--- config.mk ---
export PLATFORM = sky130hd
export DESIGN_NAME = sum_checked_frame_receiver
export DESIGN_NICKNAME = d
export VERILOG_FILES = /design/src/rtl/core/scfr_pkg.sv /design/src/rtl/core/scfr_parser.sv /design/src/rtl/core/scfr_ack_tx.sv /design/src/rtl/core/sum_checked_frame_receiver.sv
export SDC_FILE = /design/constraint.sdc
export NUM_CORES = 1
export LEC_CHECK = 0
export ABC_AREA = 1
export BUFFER_PORTS_ARGS = -buffer_cell sky130_fd_sc_hd__buf_4
export CORE_UTILIZATION = 45
export CTS_BUF_LIST = sky130_fd_sc_hd__clkbuf_4
export DETAILED_ROUTE_END_ITERATION = 7
export GPL_TIMING_DRIVEN = 1
export PLACE_DENSITY = 0.63
export RECOVER_POWER = 25
export SETUP_SLACK_MARGIN = 0.15
export SLEW_MARGIN = 25
export SYNTH_ARGS = -nofsm -noshare
export SYNTH_HDL_FRONTEND = slang
export SYNTH_HIERARCHICAL = 1
export SYNTH_SLANG_ARGS = --single-unit
--- constraint.sdc ---
create_clock -name clk -period 1.9 [get_ports clk]
set_input_delay 0.19 -clock clk [delete_from_list [all_inputs] [get_ports clk]]
set_output_delay 0.19 -clock clk [all_outputs]
set_load 0.03 [all_outputs]
--- src/rtl/core/scfr_pkg.sv ---
// Shared types, constants and helpers for the checksummed frame receiver.
package scfr_pkg;

  // Frame header and acknowledge constants
  localparam logic [7:0] HDR_FIRST  = 8'hAA;
  localparam logic [7:0] HDR_SECOND = 8'hAF;
  localparam logic [7:0] ACK_HDR    = 8'hAA;
  localparam logic [7:0] ACK_FUNC   = 8'hEF;
  localparam logic [7:0] ACK_LEN    = 8'h02;

  localparam logic [7:0] MAX_PAYLOAD_RST = 8'd20;

  // Acknowledge frame is seven bytes long
  localparam int unsigned ACK_BYTES = 7;
  localparam int unsigned ACK_IDX_W = $clog2(ACK_BYTES);
  localparam logic [ACK_IDX_W-1:0] ACK_LAST_IDX = ACK_IDX_W'(ACK_BYTES - 1);

  // Byte positions within the acknowledge frame
  localparam logic [ACK_IDX_W-1:0] AB_HDR0 = ACK_IDX_W'(0);
  localparam logic [ACK_IDX_W-1:0] AB_HDR1 = ACK_IDX_W'(1);
  localparam logic [ACK_IDX_W-1:0] AB_FUNC = ACK_IDX_W'(2);
  localparam logic [ACK_IDX_W-1:0] AB_LEN  = ACK_IDX_W'(3);
  localparam logic [ACK_IDX_W-1:0] AB_CODE = ACK_IDX_W'(4);
  localparam logic [ACK_IDX_W-1:0] AB_SUM  = ACK_IDX_W'(5);

  // Parser phases
  typedef enum logic [2:0] {
    PH_WAIT_A  = 3'd0,
    PH_WAIT_B  = 3'd1,
    PH_FUNC    = 3'd2,
    PH_LEN     = 3'd3,
    PH_PAYLOAD = 3'd4,
    PH_SUM     = 3'd5
  } phase_t;

  // Acknowledge request from parser to transmitter
  typedef struct packed {
    logic       vld;
    logic [7:0] func;
    logic [7:0] sum;
  } ack_req_t;

  // One byte of the acknowledge frame
  function automatic logic [7:0] ack_byte(input logic [ACK_IDX_W-1:0] idx,
                                          input logic [7:0] func,
                                          input logic [7:0] sum);
    logic [7:0] total;
    total = ACK_HDR + ACK_HDR + ACK_FUNC + ACK_LEN + func + sum;
    unique case (idx)
      AB_HDR0: ack_byte = ACK_HDR;
      AB_HDR1: ack_byte = ACK_HDR;
      AB_FUNC: ack_byte = ACK_FUNC;
      AB_LEN:  ack_byte = ACK_LEN;
      AB_CODE: ack_byte = func;
      AB_SUM:  ack_byte = sum;
      default: ack_byte = total;
    endcase
  endfunction

endpackage

--- src/rtl/core/scfr_parser.sv ---
// Frame parser: tracks phase, length, function and running sum per byte.
module scfr_parser (
  input  logic              clk,
  input  logic              rst_n,
  input  logic              in_accept,
  input  logic [7:0]        in_rx_byte,
  input  logic [7:0]        max_payload,
  output scfr_pkg::ack_req_t ack_req
);
  import scfr_pkg::*;

  phase_t     phase_r, phase_nxt;
  logic [7:0] sum_r, sum_nxt;
  logic [7:0] len_r, len_nxt;
  logic [7:0] func_r, func_nxt;
  logic       good;

  // Next-state logic for one accepted byte
  always_comb begin
    phase_nxt = phase_r;
    sum_nxt   = sum_r;
    len_nxt   = len_r;
    func_nxt  = func_r;
    good      = 1'b0;
    if (in_accept) begin
      unique case (phase_r)
        PH_WAIT_B: begin
          if (in_rx_byte == HDR_SECOND) begin
            sum_nxt   = sum_r + in_rx_byte;
            phase_nxt = PH_FUNC;
          end else begin
            phase_nxt = PH_WAIT_A;
            sum_nxt   = '0;
            len_nxt   = '0;
          end
        end
        PH_FUNC: begin
          func_nxt  = in_rx_byte;
          sum_nxt   = sum_r + in_rx_byte;
          phase_nxt = PH_LEN;
        end
        PH_LEN: begin
          if (in_rx_byte > max_payload) begin
            phase_nxt = PH_WAIT_A;
            sum_nxt   = '0;
            len_nxt   = '0;
          end else begin
            len_nxt   = in_rx_byte;
            sum_nxt   = sum_r + in_rx_byte;
            phase_nxt = (in_rx_byte == 8'd0) ? PH_SUM : PH_PAYLOAD;
          end
        end
        PH_PAYLOAD: begin
          sum_nxt = sum_r + in_rx_byte;
          len_nxt = len_r - 8'd1;
          if (len_r == 8'd1) begin
            phase_nxt = PH_SUM;
          end
        end
        PH_SUM: begin
          good      = (in_rx_byte == sum_r);
          phase_nxt = PH_WAIT_A;
          sum_nxt   = '0;
          len_nxt   = '0;
        end
        default: begin
          // waiting for first header byte
          len_nxt = '0;
          if (in_rx_byte == HDR_FIRST) begin
            sum_nxt   = in_rx_byte;
            phase_nxt = PH_WAIT_B;
          end else begin
            sum_nxt   = '0;
            phase_nxt = PH_WAIT_A;
          end
        end
      endcase
    end
  end

  // Request to the transmitter carries the frame's function and sum
  always_comb begin
    ack_req.vld  = good;
    ack_req.func = func_r;
    ack_req.sum  = sum_r;
  end

  always_ff @(posedge clk) begin
    if (!rst_n) begin
      phase_r <= PH_WAIT_A;
      sum_r   <= '0;
      len_r   <= '0;
      func_r  <= '0;
    end else begin
      phase_r <= phase_nxt;
      sum_r   <= sum_nxt;
      len_r   <= len_nxt;
      func_r  <= func_nxt;
    end
  end

  // Payload phase always has bytes outstanding
  a_payload_len: assert property (@(posedge clk) disable iff (!rst_n)
    phase_r == PH_PAYLOAD |-> len_r != 8'd0)
    else $error("payload phase with zero length");

  // Sum is cleared whenever the parser waits for the first header byte
  a_idle_sum: assert property (@(posedge clk) disable iff (!rst_n)
    phase_r == PH_WAIT_A |-> sum_r == 8'd0)
    else $error("running sum not cleared while idle");

endmodule

--- src/rtl/core/scfr_ack_tx.sv ---
// Acknowledge transmitter: request slot, byte sequencer and output register.
module scfr_ack_tx (
  input  logic               clk,
  input  logic               rst_n,
  input  scfr_pkg::ack_req_t ack_req,
  output logic               slot_full,
  output logic               out_valid,
  input  logic               out_ready,
  output logic [7:0]         out_tx_byte,
  output logic               out_ack_last
);
  import scfr_pkg::*;

  logic                 slot_full_r;
  logic [7:0]           slot_func_r, slot_sum_r;
  logic                 active_r;
  logic [ACK_IDX_W-1:0] idx_r;
  logic [7:0]           func_r, sum_r;
  logic                 out_valid_r;
  logic [7:0]           out_byte_r;
  logic                 out_last_r;

  logic out_free, adv, last_adv, take;

  // Handshake between slot, sequencer and output register
  assign out_free = !out_valid_r || out_ready;
  assign adv      = active_r && out_free;
  assign last_adv = adv && (idx_r == ACK_LAST_IDX);
  assign take     = slot_full_r && (!active_r || last_adv);

  // Pending request slot
  always_ff @(posedge clk) begin
    if (!rst_n) begin
      slot_full_r <= 1'b0;
    end else if (ack_req.vld) begin
      slot_full_r <= 1'b1;
    end else if (take) begin
      slot_full_r <= 1'b0;
    end
  end

  always_ff @(posedge clk) begin
    if (ack_req.vld) begin
      slot_func_r <= ack_req.func;
      slot_sum_r  <= ack_req.sum;
    end
  end

  // Byte sequencer
  always_ff @(posedge clk) begin
    if (!rst_n) begin
      active_r <= 1'b0;
      idx_r    <= '0;
    end else if (take) begin
      active_r <= 1'b1;
      idx_r    <= '0;
    end else if (last_adv) begin
      active_r <= 1'b0;
    end else if (adv) begin
      idx_r <= idx_r + 1'b1;
    end
  end

  always_ff @(posedge clk) begin
    if (take) begin
      func_r <= slot_func_r;
      sum_r  <= slot_sum_r;
    end
  end

  // Output register
  always_ff @(posedge clk) begin
    if (!rst_n) begin
      out_valid_r <= 1'b0;
    end else if (adv) begin
      out_valid_r <= 1'b1;
    end else if (out_ready) begin
      out_valid_r <= 1'b0;
    end
  end

  always_ff @(posedge clk) begin
    if (adv) begin
      out_byte_r <= ack_byte(idx_r, func_r, sum_r);
      out_last_r <= (idx_r == ACK_LAST_IDX);
    end
  end

  // Slot counts as free in the cycle its request moves to the sequencer
  assign slot_full    = slot_full_r && !take;
  assign out_valid    = out_valid_r;
  assign out_tx_byte  = out_byte_r;
  assign out_ack_last = out_last_r;

  // A new request never lands on an occupied slot
  a_no_overrun: assert property (@(posedge clk) disable iff (!rst_n)
    ack_req.vld |-> !slot_full_r)
    else $error("acknowledge request overran the slot");

  // Sequencer index stays inside the frame
  a_idx_range: assert property (@(posedge clk) disable iff (!rst_n)
    active_r |-> idx_r <= ACK_LAST_IDX)
    else $error("acknowledge index out of range");

  // An idle sequencer picks up a waiting request at once
  a_pickup: assert property (@(posedge clk) disable iff (!rst_n)
    (slot_full_r && !active_r) |=> active_r)
    else $error("pending acknowledge not started");

endmodule

--- src/rtl/core/sum_checked_frame_receiver.sv ---
// Top level of the checksummed serial frame receiver.
//
// Input channel (in_valid/in_ready/in_rx_byte): one received byte per
// request. Frames are AA AF, function, length, payload, sum; the sum byte
// must match the mod-256 sum of all earlier frame bytes. Lengths above the
// configured maximum abort the frame.
// Output channel (out_valid/out_ready/out_tx_byte/out_ack_last): a good
// frame yields a seven-byte acknowledge AA AA EF 02, function, sum, total;
// out_ack_last marks the final byte.
// cfg_we/cfg_wdata write max_payload (reset value 20), used at length bytes.
// Throughput: one input byte per cycle while in_ready is high. Acknowledges
// pass slot, sequencer and output register, then leave one byte per cycle
// while out_ready is high. in_ready drops only while a finished acknowledge
// waits in the single request slot behind one still being sent; a stalled
// receiver therefore holds off input only once a second good frame completes.
// Reset (rst_n, synchronous, active low) returns the parser to waiting for
// the first header byte and discards any acknowledge in flight.
module sum_checked_frame_receiver (
  input  logic       clk,
  input  logic       rst_n,
  input  logic       in_valid,
  output logic       in_ready,
  input  logic [7:0] in_rx_byte,
  output logic       out_valid,
  input  logic       out_ready,
  output logic [7:0] out_tx_byte,
  output logic       out_ack_last,
  input  logic       cfg_we,
  input  logic [7:0] cfg_wdata
);
  import scfr_pkg::*;

  logic       max_payload_r;
  logic [7:0] max_pl_r;
  logic       slot_full;
  logic       in_accept;
  ack_req_t   ack_req;

  // Configuration register
  always_ff @(posedge clk) begin
    if (!rst_n) begin
      max_pl_r <= MAX_PAYLOAD_RST;
    end else if (cfg_we) begin
      max_pl_r <= cfg_wdata;
    end
  end

  // Track that the register has been written since reset (status only)
  always_ff @(posedge clk) begin
    if (!rst_n) begin
      max_payload_r <= 1'b0;
    end else if (cfg_we) begin
      max_payload_r <= 1'b1;
    end
  end

  assign in_ready  = !slot_full;
  assign in_accept = in_valid && in_ready;

  scfr_parser u_parser (
    .clk         (clk),
    .rst_n       (rst_n),
    .in_accept   (in_accept),
    .in_rx_byte  (in_rx_byte),
    .max_payload (max_pl_r),
    .ack_req     (ack_req)
  );

  scfr_ack_tx u_ack_tx (
    .clk          (clk),
    .rst_n        (rst_n),
    .ack_req      (ack_req),
    .slot_full    (slot_full),
    .out_valid    (out_valid),
    .out_ready    (out_ready),
    .out_tx_byte  (out_tx_byte),
    .out_ack_last (out_ack_last)
  );

  // Register keeps its reset value until the first write
  a_cfg_reset: assert property (@(posedge clk) disable iff (!rst_n)
    !max_payload_r |-> max_pl_r == MAX_PAYLOAD_RST)
    else $error("max payload changed without a write");

  // No byte is taken while an acknowledge request is still parked
  a_stall_in: assert property (@(posedge clk) disable iff (!rst_n)
    slot_full |-> !in_accept)
    else $error("byte accepted with request slot full");

  // Output request holds steady while the receiver stalls
  a_out_hold: assert property (@(posedge clk) disable iff (!rst_n)
    (out_valid && !out_ready) |=>
      (out_valid && $stable(out_tx_byte) && $stable(out_ack_last)))
    else $error("output request changed while stalled");

endmodule

# After elaboration in Yosys (flattened, before gate mapping)
# Cells that the tools add are included.
# word_totals
reg_bits	82
latch_bits	0
ramBits	0
mem_bits_ro	0
inputBits	21
out_inout_bits	11
elab_cells	86
mem_count	0
# classes
add_sub_neg	5
multipliers	0
div_mod_pow	0
n_lt_le_gt_ge	1
n_eq_ne	17
n_shift	0
n_mux	22
bitwise	3
reduce_logical	23
# ops
operator	count
8-bit one-hot mux with 4 select lines	2
8-bit 2-to-1 mux	5
8-bit one-hot mux with 5 select lines	1
8-bit adder	2
8-bit equality test, second input constant	2
3-bit equality test, second input constant	5
3-bit one-hot mux with 5 select lines	1
3-bit by 2-bit equality test with 1-bit output, second input constant	4
1-bit 2-to-1 mux	10
7-bit by 8-bit adder with 8-bit output, first input constant	1
8-bit by 1-bit equality test with 1-bit output, second input constant	1
8-bit equality test	1
8-bit > comparator	1
8-bit logical NOT	1
8-bit by 1-bit subtractor with 8-bit output, second input constant	1
3-bit by 1-bit equality test with 1-bit output, second input constant	2
3-bit 2-to-1 mux	2
2-bit AND reduction	3
2-bit nonzero test	3
2-bit OR reduction	3
1-bit logical AND	5
1-bit logical NOT	4
3-bit by 1-bit adder with 3-bit output, second input constant	1
3-bit logical NOT	1
6 further kinds	9

# Logic depth before layout (Yosys ltp)
# Gate-level depths: netlist of run 1.
# logic_depth
ltp_word	12
ltp_mapped	16
ltp_nobuf	16

# By module
# Netlist of run 1, hierarchy kept.
# modules_own_cells
module	n_inst	cells_per_inst	area_per_inst_um2	seq_area_each_um2
scfr_ack_tx	1	207	2213.4	1351.3
scfr_parser	1	301	2010.7	540.5
sum_checked_frame_receiver	1	50	329.1	160.2

# Worst setup path before layout of run 1
# OpenSTA, ideal clock, no wires.
# synth_path
path_kind	register to register
start	register u_ack_tx.idx_r[0]
end	register u_ack_tx.slot_func_r[0] (enable)
setup_time_ns	0.312
arrival_ns	1.767
required_time_ns	1.588
path_slack_ns	-0.179
stages_incl_launch_ff	12
path_buffers	2
synth_period_minus_slack_ns	2.079
path_cell_list	dfxtp_1 -> inv_1 -> ha_1 -> nand2_1 -> o21ai_1 -> or2_2 -> inv_1 -> nor2_1 -> buf_6 -> nand4_1 -> nor4_1 -> buf_4
# synth_via
elab_chain_cells	9
# synth_rtl
item	line	rtl
from (decl)	scfr_ack_tx.sv:17	logic [ACK_IDX_W-1:0] idx_r;
from (signal assigned)	scfr_ack_tx.sv:60	idx_r <= idx_r + 1'b1;
3-bit equality test	scfr_ack_tx.sv:28	assign last_adv = adv && (idx_r == ACK_LAST_IDX);
1-bit logical AND	scfr_ack_tx.sv:28	
1-bit logical OR	scfr_ack_tx.sv:29	assign take = slot_full_r && (!active_r || last_adv);
1-bit logical AND	scfr_ack_tx.sv:29	
1-bit logical NOT	scfr_ack_tx.sv:90	assign slot_full = slot_full_r && !take;
1-bit logical AND	scfr_ack_tx.sv:90	
via slot_full	sum_checked_frame_receiver.sv:35	logic slot_full;
1-bit logical NOT	sum_checked_frame_receiver.sv:57	assign in_ready = !slot_full;
1-bit logical AND	sum_checked_frame_receiver.sv:58	assign in_accept = in_valid && in_ready;
via in_accept	sum_checked_frame_receiver.sv:36	logic in_accept;
1-bit 2-to-1 mux	scfr_parser.sv:25	if (in_accept) begin
via u_parser.good	scfr_parser.sv:16	logic good;
to (signal assigned)	scfr_ack_tx.sv:44	slot_func_r <= ack_req.func;
to (decl)	scfr_ack_tx.sv:15	logic [7:0] slot_func_r, slot_sum_r;
# The timed path passes the listed nets, and every way through them passes these cells.
# A chain may end at the register's enable or synchronous reset.

# Final worst setup path of run 1
# layout_path
start	register u_ack_tx.idx_r[0]
end	register u_parser.sum_r[2]
# layout_via
elab_chain_cells	8
# layout_rtl
item	line	rtl
3-bit equality test	scfr_ack_tx.sv:28	
1-bit logical AND	scfr_ack_tx.sv:28	
1-bit logical OR	scfr_ack_tx.sv:29	
1-bit logical AND	scfr_ack_tx.sv:29	
1-bit logical NOT	scfr_ack_tx.sv:90	
1-bit logical AND	scfr_ack_tx.sv:90	
via slot_full	sum_checked_frame_receiver.sv:35	
1-bit logical NOT	sum_checked_frame_receiver.sv:57	
1-bit logical AND	sum_checked_frame_receiver.sv:58	
via in_accept	sum_checked_frame_receiver.sv:36	
to (signal assigned)	scfr_parser.sv:96	sum_r <= sum_nxt;
to (decl)	scfr_parser.sv:13	logic [7:0] sum_r, sum_nxt;
# The timed path passes the listed nets, and every way through them passes these cells.

==> results_dict.tcl, run 1 <==
set metrics [dict create \
    r2r_setup_slack_ps -20 \
    n_antenna_cell 0 \
    synthCells 558 \
    drv_slew 0 \
    fmax_mhz 521 \
    synthesis.nets 616 \
    tritoncts "done" \
    worstSetupEndpointType "register" \
    core_area_um2 9770 \
    clkTransAtPathRegs_ps 150 \
    vias 3921 \
    dieArea_um2 10500 \
    slew_headroom_pct 53.5 \
    reg2reg_to "u_parser/sum_r[2]" \
    fin_nets 702 \
    port_buffers 31 \
    die_x_um 103 \
    ctsHtreeMaxLevel 3 \
    clock-sinks 82 \
    dieHeight_um 103 \
    routabilityCongestion 0.914 \
    grt_antenna_before_repair 0 \
    mostFrequentLayoutCell "nand2_1" \
    firstDrtPassIters 5 \
    final_core_util_pct 61.4 \
    hold_depth 5 \
    setup_slack_ps -17.7 \
    grt_pass1_wl_mm 16.8 \
    irDropWorstVdd_uv 353 \
    fin_crit_ps 1920 \
    crit_fanout 5 \
    row_count 36 \
    wirelength_mm 10.6 \
    status "complete, but fails checks" \
    post-route-period-util_pct 101 \
    syn_area_um2 4550 \
    drive_above_1_share_pct 32.0 \
    tightest_slew_ps 693 \
    area_growth_pct 31.7 \
    cts_max_path_buffers 2 \
    yosys_warnings 6 \
    clock_skew_ps 16.9 \
    seq_area_frac_synth_pct 45.1 \
    maxCapViolations 0 \
    path_cells "inv_2, ha_4, nand2_4, o21ai_2, or2_4, inv_4, nor2_4, buf_6, clkinvlp_4, nor2_4, buf_6, nand3_2, a21oi_1" \
    failed_checks "setup timing" \
    hold_violations 0 \
    final_cell_mix "116 x nand2_1, 69 x inv_1, 68 x buf_4, 50 x nor2_1, 41 x edfxtp_1" \
    min_from "cfg_wdata[3]" \
    grt_max_degree 22 \
    drt_iter0_markers 152 \
    track_usage_pct 20.6 \
    pin_count 32 \
    crit-reg2reg-launch "u_ack_tx/idx_r[0]" \
    vias_per_cell 5.01 \
    clockRootBuffer "clkbuf_4" \
    start_util_pct 46.6 \
    cts-buffers-inserted 9 \
    p_leak_nw 2.72 \
    ys_ff_latch 82 \
    setup_viol 8 \
    crit_required_ps 2260 \
    crit_type "register to register" \
    slowest_stage "dfxtp_2" \
    reg2regPathDepth 13 \
    drtAntennaViolNets 0 \
    wl_per_cell_um 13.5 \
    grt_pass1_vias 3775 \
    hold_path_class "primary input to register" \
    start_kind "register" \
    clk_latency_ps 430 \
    p_per_area_nw_per_um2 553 \
    hold_end "max_pl_r[3]" \
    overflow 0 \
    synth.distinct_cells 40 \
    drcViolationCount 0 \
    hpwlAfterDp_mm 7.39 \
    synth_area_per_cell_um2 8.16 \
    rsz0062_at_grt "yes" \
    tns_ps -108 \
    max_stage_delay_ps 350 \
    crit_arrival_ps 2270 \
]
==> worst max-delay path: cells and delay by family, from the launching register on <==
| family | cells | cell delay, ps |
|---|---|---|
| simple gates | 5 | 540 |
| compound gates | 2 | 280 |
| fa+ha+maj | 1 | 150 |
| buf+inv | 5 | 540 |
| flops | 1 | 350 |
==> area by class of cell <==
cell class / instances / area, µm²
multi-input combinational: 383 / 2600
inverter: 87 / 353
tap: 133 / 166
fill: 859 / 3780
sequential: 82 / 2050
timing repair buffer: 81 / 672
clock inverter: 7 / 82.6
clock buffer: 9 / 67.6
==> synth_stat cells <==
master / instances / share of area [%]
xor2_1: 8 / 1.5
clkinv_4: 1 / 0.19
nor3_4: 1 / 0.36
o22ai_1: 4 / 0.55
nand2_2: 2 / 0.27
nand4_1: 6 / 0.82
nor2_2: 2 / 0.27
nor2_8: 1 / 0.44
dfxtp_1: 41 / 18
a31oi_1: 2 / 0.27
a211oi_1: 1 / 0.16
fa_1: 2 / 0.88
nand2_1: 137 / 11
clkbuf_1: 1 / 0.082
nand3_1: 46 / 5.1
buf_6: 3 / 0.74
edfxtp_1: 41 / 27
a21o_1: 1 / 0.16
nand3_4: 1 / 0.38
nor3_1: 4 / 0.44
o21a_1: 1 / 0.16
o21ai_1: 4 / 0.44
or2_2: 5 / 0.69
o21ai_0: 13 / 1.4
ha_1: 35 / 9.6
nor2_1: 60 / 4.9
nand2_4: 1 / 0.25
nor2_4: 2 / 0.49
inv_1: 83 / 6.8
nand3b_1: 2 / 0.33
or2_4: 2 / 0.38
a21oi_1: 32 / 3.5
nand3_2: 1 / 0.22
nor4_1: 3 / 0.41
clkinv_1: 1 / 0.082
buf_4: 1 / 0.16
buf_2: 3 / 0.33
o21bai_1: 1 / 0.16
a21oi_4: 1 / 0.36
inv_2: 2 / 0.16
==> worst max-delay path by stage <==
stage / from / to
floorplan: u_ack_tx/idx_r[0] / u_ack_tx/slot_func_r[0]
global placement: in_rx_byte[0] / u_ack_tx/slot_sum_r[7]
detailed placement: u_ack_tx/func_r[1] / u_ack_tx/out_tx_byte[5]
CTS: u_ack_tx/idx_r[0] / u_ack_tx/slot_sum_r[5]
global route: u_ack_tx/idx_r[0] / u_parser/phase_r[0]
finish: u_ack_tx/idx_r[0] / u_parser/sum_r[2]
==> registers in the layout, summed over array words and instances, names as in the netlist <==
register and count:
u_ack_tx/slot_func_r 8, u_ack_tx/out_tx_byte 8, u_parser/len_r 8, u_ack_tx/sum_r 8, u_ack_tx/out_ack_last 1, u_ack_tx/active_r 1
u_parser/func_r 8, u_ack_tx/out_valid 1, u_ack_tx/slot_full_r 1, u_ack_tx/slot_sum_r 8, u_ack_tx/idx_r 3, u_parser/sum_r 8
u_parser/phase_r 3, max_pl_r 8, u_ack_tx/func_r 8
==> kinds of logic (layout without fill, tap and decap cells) <==
group                    after synthesis  in the layout  share of synthesized area (%)
AO/OA/AOI/OAI                         60             60                           7.23
XOR/XNOR                               8              8                           1.54
adder cells (fa/ha/maj)               37             37                           10.5
buffers and inverters                 95            184                           8.60
flip-flops                            82             82                           45.1
AND/OR/NAND/NOR                      276            278                           27.1
==> metal layers <==
layer,part of all wire [%],GRT usage [%]
met1,40,21.8
met5,0,0
met4,2.5,10.0
met2,55,38.7
met3,3.1,4.41
==> per-stage QoR <==
step	power (W)	cell area (µm²)	cells	setup WS, ps	hold WS [ps]
after floorplan	0.00206	4610	558	-76.1	316
after global placement	0.00218	5180	744	-10.8	401
after detailed placement	0.00218	5180	744	-55.7	405
after global routing	0.00345	6000	782	-133	25.1
after CTS	0.00332	5770	775	-22.1	10.4
final	0.00331	6000	782	-17.7	32.5
==> power breakdown <==
part	internal, W	total (W)	switching [W]
Sequential	0.00186	0.00187	0.0000117
Combinational	0.000146	0.000347	0.000201
Clock	0.000424	0.00110	0.000674
Total	0.00243	0.00331	0.000887
==> timing repair <==
action	in CTS	in global routing
buffers inserted	11	6
endpoints found under the hold margin	2	0
cloned	2	1
hold buffers	2	0
pin swaps	38	32
setup endpoints to repair	50	53
gates resized for setup	74	49
No activity file was read; power rests on OpenSTA's default activity.
==> inputs of run 2 (changes only) <==
--- a/config.mk
+++ b/config.mk
@@ -7,6 +7,7 @@
 export LEC_CHECK = 0
 export ABC_AREA = 1
 export BUFFER_PORTS_ARGS = -buffer_cell sky130_fd_sc_hd__buf_4
+export CORE_ASPECT_RATIO = 1.5
 export CORE_UTILIZATION = 45
 export CTS_BUF_LIST = sky130_fd_sc_hd__clkbuf_4
 export DETAILED_ROUTE_END_ITERATION = 7
==> results_dict.tcl, run 2 (synthesis gave the netlist of run 1 again) <==
set metrics [dict create \
    reg2reg_to "u_ack_tx/out_tx_byte[5]" \
    slowest_stage "edfxtp_1" \
    failed_checks "DRC, setup timing" \
    dieHeight_um 125 \
    worstSetupEndpointType "register" \
    hold_depth 5 \
    reg2regPathDepth 10 \
    p_sw_w 0.000811 \
    tightest_slew_ps 670 \
    firstDrtPassIters 6 \
    overflow 0 \
    cpLargestDelayFamily "adder cells" \
    area_growth_pct 30.6 \
    crit_arrival_ps 2170 \
    final_cell_mix "114 x nand2_1, 68 x inv_1, 62 x buf_4, 55 x nor2_1, 41 x edfxtp_1" \
    wl_per_cell_um 14.5 \
    clockRootBuffer "clkbuf_4" \
    crit_required_ps 2100 \
    maxCapViolations 0 \
    seqPwrFrac_pct 58.2 \
    drtAntennaViolNets 0 \
    clock_skew_ps 8.80 \
    ctsHtreeMaxLevel 3 \
    wirelength_mm 11.0 \
    swShare_pct 25.3 \
    drv_slew 0 \
    crit_fanout 3 \
    hold_end "max_pl_r[1]" \
    p_per_area_nw_per_um2 540 \
    clkTransAtPathRegs_ps 130 \
    core_area_um2 9740 \
    port_buffers 31 \
    start_util_pct 46.7 \
    fin_nets 699 \
    hpwlAfterDp_mm 7.75 \
    status "complete, but fails checks" \
    row_count 44 \
    grt_pass1_vias 4028 \
    slew_headroom_pct 55.1 \
    cts_max_path_buffers 2 \
    post-route-period-util_pct 104 \
    start_kind "register" \
    n_antenna_cell 0 \
    vias 3989 \
    pin_count 32 \
    crit_type "register to register" \
    tns_ps -918 \
    cp.depth 10 \
    grt_max_degree 22 \
    p_leak_nw 2.70 \
    drcViolationCount 6 \
    stdcell_area_um2 5940 \
    hold_path_class "primary input to register" \
    tritoncts "done" \
    min_from "cfg_wdata[1]" \
    drt_iter0_markers 204 \
    fin_crit_ps 1970 \
    crit-reg2reg-launch "u_ack_tx/func_r[1]" \
    die_x_um 84.1 \
    cts-buffers-inserted 9 \
    dp_slack_ps -57.9 \
    dieArea_um2 10500 \
    grt_pass1_wl_mm 17.8 \
    track_usage_pct 21.8 \
    setup_slack_ps -72.2 \
    clockPowerShare_pct 31.6 \
    p_comb_share_pct 10.2 \
    path_buf_inv 2 \
    drive_above_1_share_pct 31.8 \
    hold_violations 0 \
    grt_antenna_before_repair 0 \
    internal_power_w 0.00240 \
    rsz0062_at_grt "yes" \
    vias_per_cell 5.25 \
    max_stage_delay_ps 460 \
    irDropWorstVdd_uv 344 \
    r2r_setup_slack_ps -70 \
    clk_latency_ps 430 \
    path_cells "ha_4, ha_4, inv_2, fa_2, inv_2, nand2_2, nand2_2, nand3_2, nand2_1, o21ai_1" \
    finalNonFillerCells 760 \
    placed_area_um2 5160 \
    mostFrequentLayoutCell "nand2_1" \
    placedCellCount 726 \
    setup_viol 26 \
    clock-sinks 82 \
    fmax_mhz 507 \
    routabilityCongestion 0.912 \
]
==> run 2: cell count changes in the layout (fill, tap and decap cells not counted), sizes merged <==
cell and change:
clkbuf +1, clkinv +2, nor2 -1, buf -2, inv -3, clkinvlp -1
==> run 2: worst max path at each step <==
stage,from,to,slack [ps]
after detailed placement,u_ack_tx/idx_r[0],u_ack_tx/slot_func_r[6],-60
final,u_ack_tx/func_r[1],u_ack_tx/out_tx_byte[5],-70
after CTS,u_ack_tx/idx_r[0],u_ack_tx/slot_sum_r[2],-30
after global placement,u_ack_tx/idx_r[0],u_ack_tx/slot_func_r[7],-20
after global routing,u_ack_tx/idx_r[0],u_ack_tx/slot_func_r[5],-170
after floorplan,u_ack_tx/idx_r[0],u_ack_tx/slot_func_r[0],-80
==> run 2: metrics by stage <==
stage                     power [W]  hold WS [ps]  util [%]
after global routing        0.00336          12.9      61.0
after floorplan             0.00206           316         -
after CTS                   0.00324          1.21      58.8
after global placement      0.00218           402      53.0
final                       0.00321          32.1      61.0
after detailed placement    0.00219           408      53.0
==> run 2: timing repair <==
item	4_1_cts	5_1_grt
hold buffers	2	0
buffers inserted	9	6
endpoints found under the hold margin	2	0
cloned	1	1
setup endpoints to repair	51	53
pin swaps	47	25
gates resized for setup	84	41
==> run 2: per-layer routing <==
metal	track usage (%)	vias up	part of all wire, %
met2	41.5	103	56
met4	15.1	0	5.9
met1	20.7	1864	35
li1	-	1973	-
met5	0	-	0
met3	3.96	49	3.3
==> run 2: layout make-up <==
type / count / area, µm²
clock buffer: 10 / 75.1
clock inverter: 5 / 55.1
fill: 843 / 3800
inverter: 87 / 348
multi-input combinational: 382 / 2590
sequential: 82 / 2060
tap: 115 / 144
timing repair buffer: 79 / 672
==> run 2: tightest hold or removal path, cell delays in order <==
cell	delay, ps
buf_4	70
inv_1	30
nand2_1	40
nand2_1	40
nor2_1	70
==> run 2: power groups by stage <==
stage | clock (W) | combinational, W | sequential [W]
2_1_floorplan | 0 | 0.000160 | 0.00190
3_5_place_dp | 0 | 0.000279 | 0.00191
6_report | 0.00101 | 0.000328 | 0.00187
5_1_grt | 0.00113 | 0.000362 | 0.00187
4_1_cts | 0.00106 | 0.000318 | 0.00187
3_3_place_gp | 0 | 0.000271 | 0.00191
==> inputs of run 3 (changes only) <==
--- a/config.mk
+++ b/config.mk
@@ -5,7 +5,6 @@
 export SDC_FILE = /design/constraint.sdc
 export NUM_CORES = 1
 export LEC_CHECK = 0
-export ABC_AREA = 1
 export BUFFER_PORTS_ARGS = -buffer_cell sky130_fd_sc_hd__buf_4
 export CORE_ASPECT_RATIO = 1.5
 export CORE_UTILIZATION = 45
==> results_dict.tcl, run 3 <==
set metrics [dict create \
    synth_top_cell_area_share_pct 28.4 \
    ys_ff_latch 82 \
    port_buffers 31 \
    clock-sinks 82 \
    firstDrtPassIters 4 \
    routabilityCongestion 0.863 \
    grt_max_degree 40 \
    row_count 43 \
    dieArea_um2 10000 \
    placed_area_um2 5030 \
    drt_iter0_markers 143 \
    stdcell_area_um2 5700 \
    n_fill_cell 754 \
    start_kind "register" \
    dp_slack_ps -178 \
    fmax_mhz 482 \
    grt_pass1_vias 3403 \
    clk_latency_ps 430 \
    post_synth_main_area_contributors "edfxtp_1 28%, dfxtp_1 19%, ha_1 10%" \
    synth_area_per_cell_um2 10.8 \
    die_x_um 82.1 \
    wl_per_cell_um 16.2 \
    fin_nets 555 \
    final_cell_mix "76 x buf_4, 41 x edfxtp_1, 32 x dfxtp_1, 26 x inv_1" \
    worstSetupEndpointType "register" \
    final_core_util_pct 61.2 \
    synth_edf_count 41 \
    synthesis.nets 458 \
    setup_viol 24 \
    seq_area_frac_synth_pct 47.4 \
    track_usage_pct 21.0 \
    mostFrequentLayoutCell "buf_4" \
    yosysTopAreaCell "edfxtp_1" \
    tightest_slew_ps 515 \
    synth_top_flop_cell "edfxtp_1" \
    drtAntennaViolNets 0 \
    wirelength_mm 9.98 \
    synth.distinct_cells 68 \
    post-route-period-util_pct 109 \
    cpLargestDelayFamily "adder cells" \
    max_stage_delay_ps 410 \
    crit_arrival_ps 2260 \
    synthArstFlopShare_pct 0 \
    p_leak_nw 2.26 \
    crit_fanout 2 \
    cts-buffers-inserted 9 \
    pin_count 32 \
    n_antenna_cell 0 \
    vias 3399 \
    drive_above_1_share_pct 39.2 \
    clockRootBuffer "clkbuf_4" \
    path_buf_inv 2 \
    yosys_warnings 6 \
    tritoncts "done" \
    status "complete, but fails checks" \
    fin_crit_ps 2070 \
    multi_input_area_um2 2430 \
    maxCapViolations 0 \
    overflow 0 \
    area_growth_pct 31.6 \
    rsz0062_at_grt "yes" \
    hold_path_class "primary input to register" \
    path_cells "ha_1, ha_2, inv_2, fa_2, inv_1, a21o_1, a41o_1, xnor2_1, o21ai_1" \
    seq_area_um2 2060 \
    slowest_stage "edfxtp_1" \
    crit_type "register to register" \
    slew_headroom_pct 65.4 \
    start_util_pct 46.5 \
    synth_common_cells "41 x dfxtp_1, 41 x edfxtp_1, 35 x ha_1, 32 x inv_1, 27 x nor2_1" \
    synthCells 400 \
    setup_slack_ps -175 \
    clkTransAtPathRegs_ps 120 \
    syn_area_um2 4330 \
    cts_max_path_buffers 2 \
    crit_required_ps 2080 \
    core_area_um2 9310 \
    p_per_area_nw_per_um2 548 \
    grt_pass1_wl_mm 15.7 \
    grt_antenna_before_repair 0 \
    hpwlAfterDp_mm 7.17 \
    irDropWorstVdd_uv 381 \
    vias_per_cell 5.54 \
    clock_skew_ps 18.3 \
    ctsHtreeMaxLevel 3 \
    drcViolationCount 0 \
    drv_slew 0 \
    dieHeight_um 122 \
    hold_violations 0 \
    failed_checks "setup timing" \
]
[run 3: cell count changes after synthesis, moves of 6 or more]
| cell | change |
|---|---|
| nand2_1 | -120 |
| inv_1 | -51 |
| xnor2_1 | +10 |
| a22o_1 | +7 |
| nand3_1 | -37 |
| mux2i_1 | +16 |
| nor2_1 | -33 |
| nor3_1 | +6 |
| nor2b_1 | +18 |
| a21oi_1 | -16 |
[run 3: layer usage]
layer  vias to the layer above  wire (µm)  global-route usage [%]
met5                         -          0                       0
met2                        92       5590                    38.3
met3                        31        377                    3.75
met1                      1620       3640                    22.0
met4                         0        372                    11.6
li1                       1656          -                       -
[run 3: final cells by class]
class                           instances  share of cell area [%]
Clock buffer                           11                    1.45
Clock inverter                          5                   0.373
Inverter                               33                    2.22
Multi-Input combinational cell        272                    42.7
Sequential cell                        82                    36.2
Tap cell                              112                    2.46
Timing Repair Buffer                   99                    14.6
[run 3: kinds of logic (layout without fill, tap and decap cells)]
group | Yosys count | count (layout) | synth area share (%)
XOR/XNOR | 14 | 14 | 2.83
AO/OA/AOI/OAI | 93 | 94 | 15.2
adder cells (fa/ha/maj) | 37 | 37 | 11.0
buffers and inverters | 47 | 148 | 5.75
flip-flops | 82 | 82 | 47.4
multiplexers | 16 | 16 | 3.70
AND/OR/NAND/NOR | 111 | 111 | 14.1
[run 3: worst reg2reg max path: stages, from the launching register on]
cell and delay [ps]:
edfxtp_1 410, ha_1 300, ha_2 180, inv_2 40
fa_2 330, inv_1 60, a21o_1 150, a41o_1 200
xnor2_1 110, o21ai_1 60
[run 3: power by group]
part,internal [W],switching (W),total (W)
clock,0.000284,0.000558,0.000842
sequential,0.00187,0.0000184,0.00189
combinational,0.000195,0.000199,0.000395
[run 3: per-stage QoR]
step | cells | total power (W) | setup TNS, ps | hold slack, ps
final | 614 | 0.00312 | -1490 | 41.2
after global routing | 614 | 0.00327 | -5140 | 25.9
after CTS | 607 | 0.00313 | -1540 | 9.09
after detailed placement | 577 | 0.00224 | -5310 | 405
after global placement | 577 | 0.00224 | -4040 | 404
after floorplan | 400 | 0.00212 | -3900 | 252
[run 3: path summary, 6_finish.rpt]
path,endpoint,slack [ps],startpoint,depth (start not counted)
max,u_ack_tx/out_tx_byte[7],-170,u_ack_tx/func_r[1],9
min,max_pl_r[0],40,cfg_wdata[0],3
max reg2reg,u_ack_tx/out_tx_byte[7],-170,u_ack_tx/func_r[1],9
min reg2reg,u_ack_tx/func_r[1],440,u_ack_tx/slot_func_r[1],0
[run 3: repair_timing]
item | 4_1_cts | 5_1_grt
hold buffers | 3 | 0
setup buffers | 11 | 6
endpoints found under the hold margin | 3 | 0
cloned | 0 | 1
resized for setup | 53 | 41
pin swaps | 33 | 28
endpoints found under the setup margin | 51 | 53
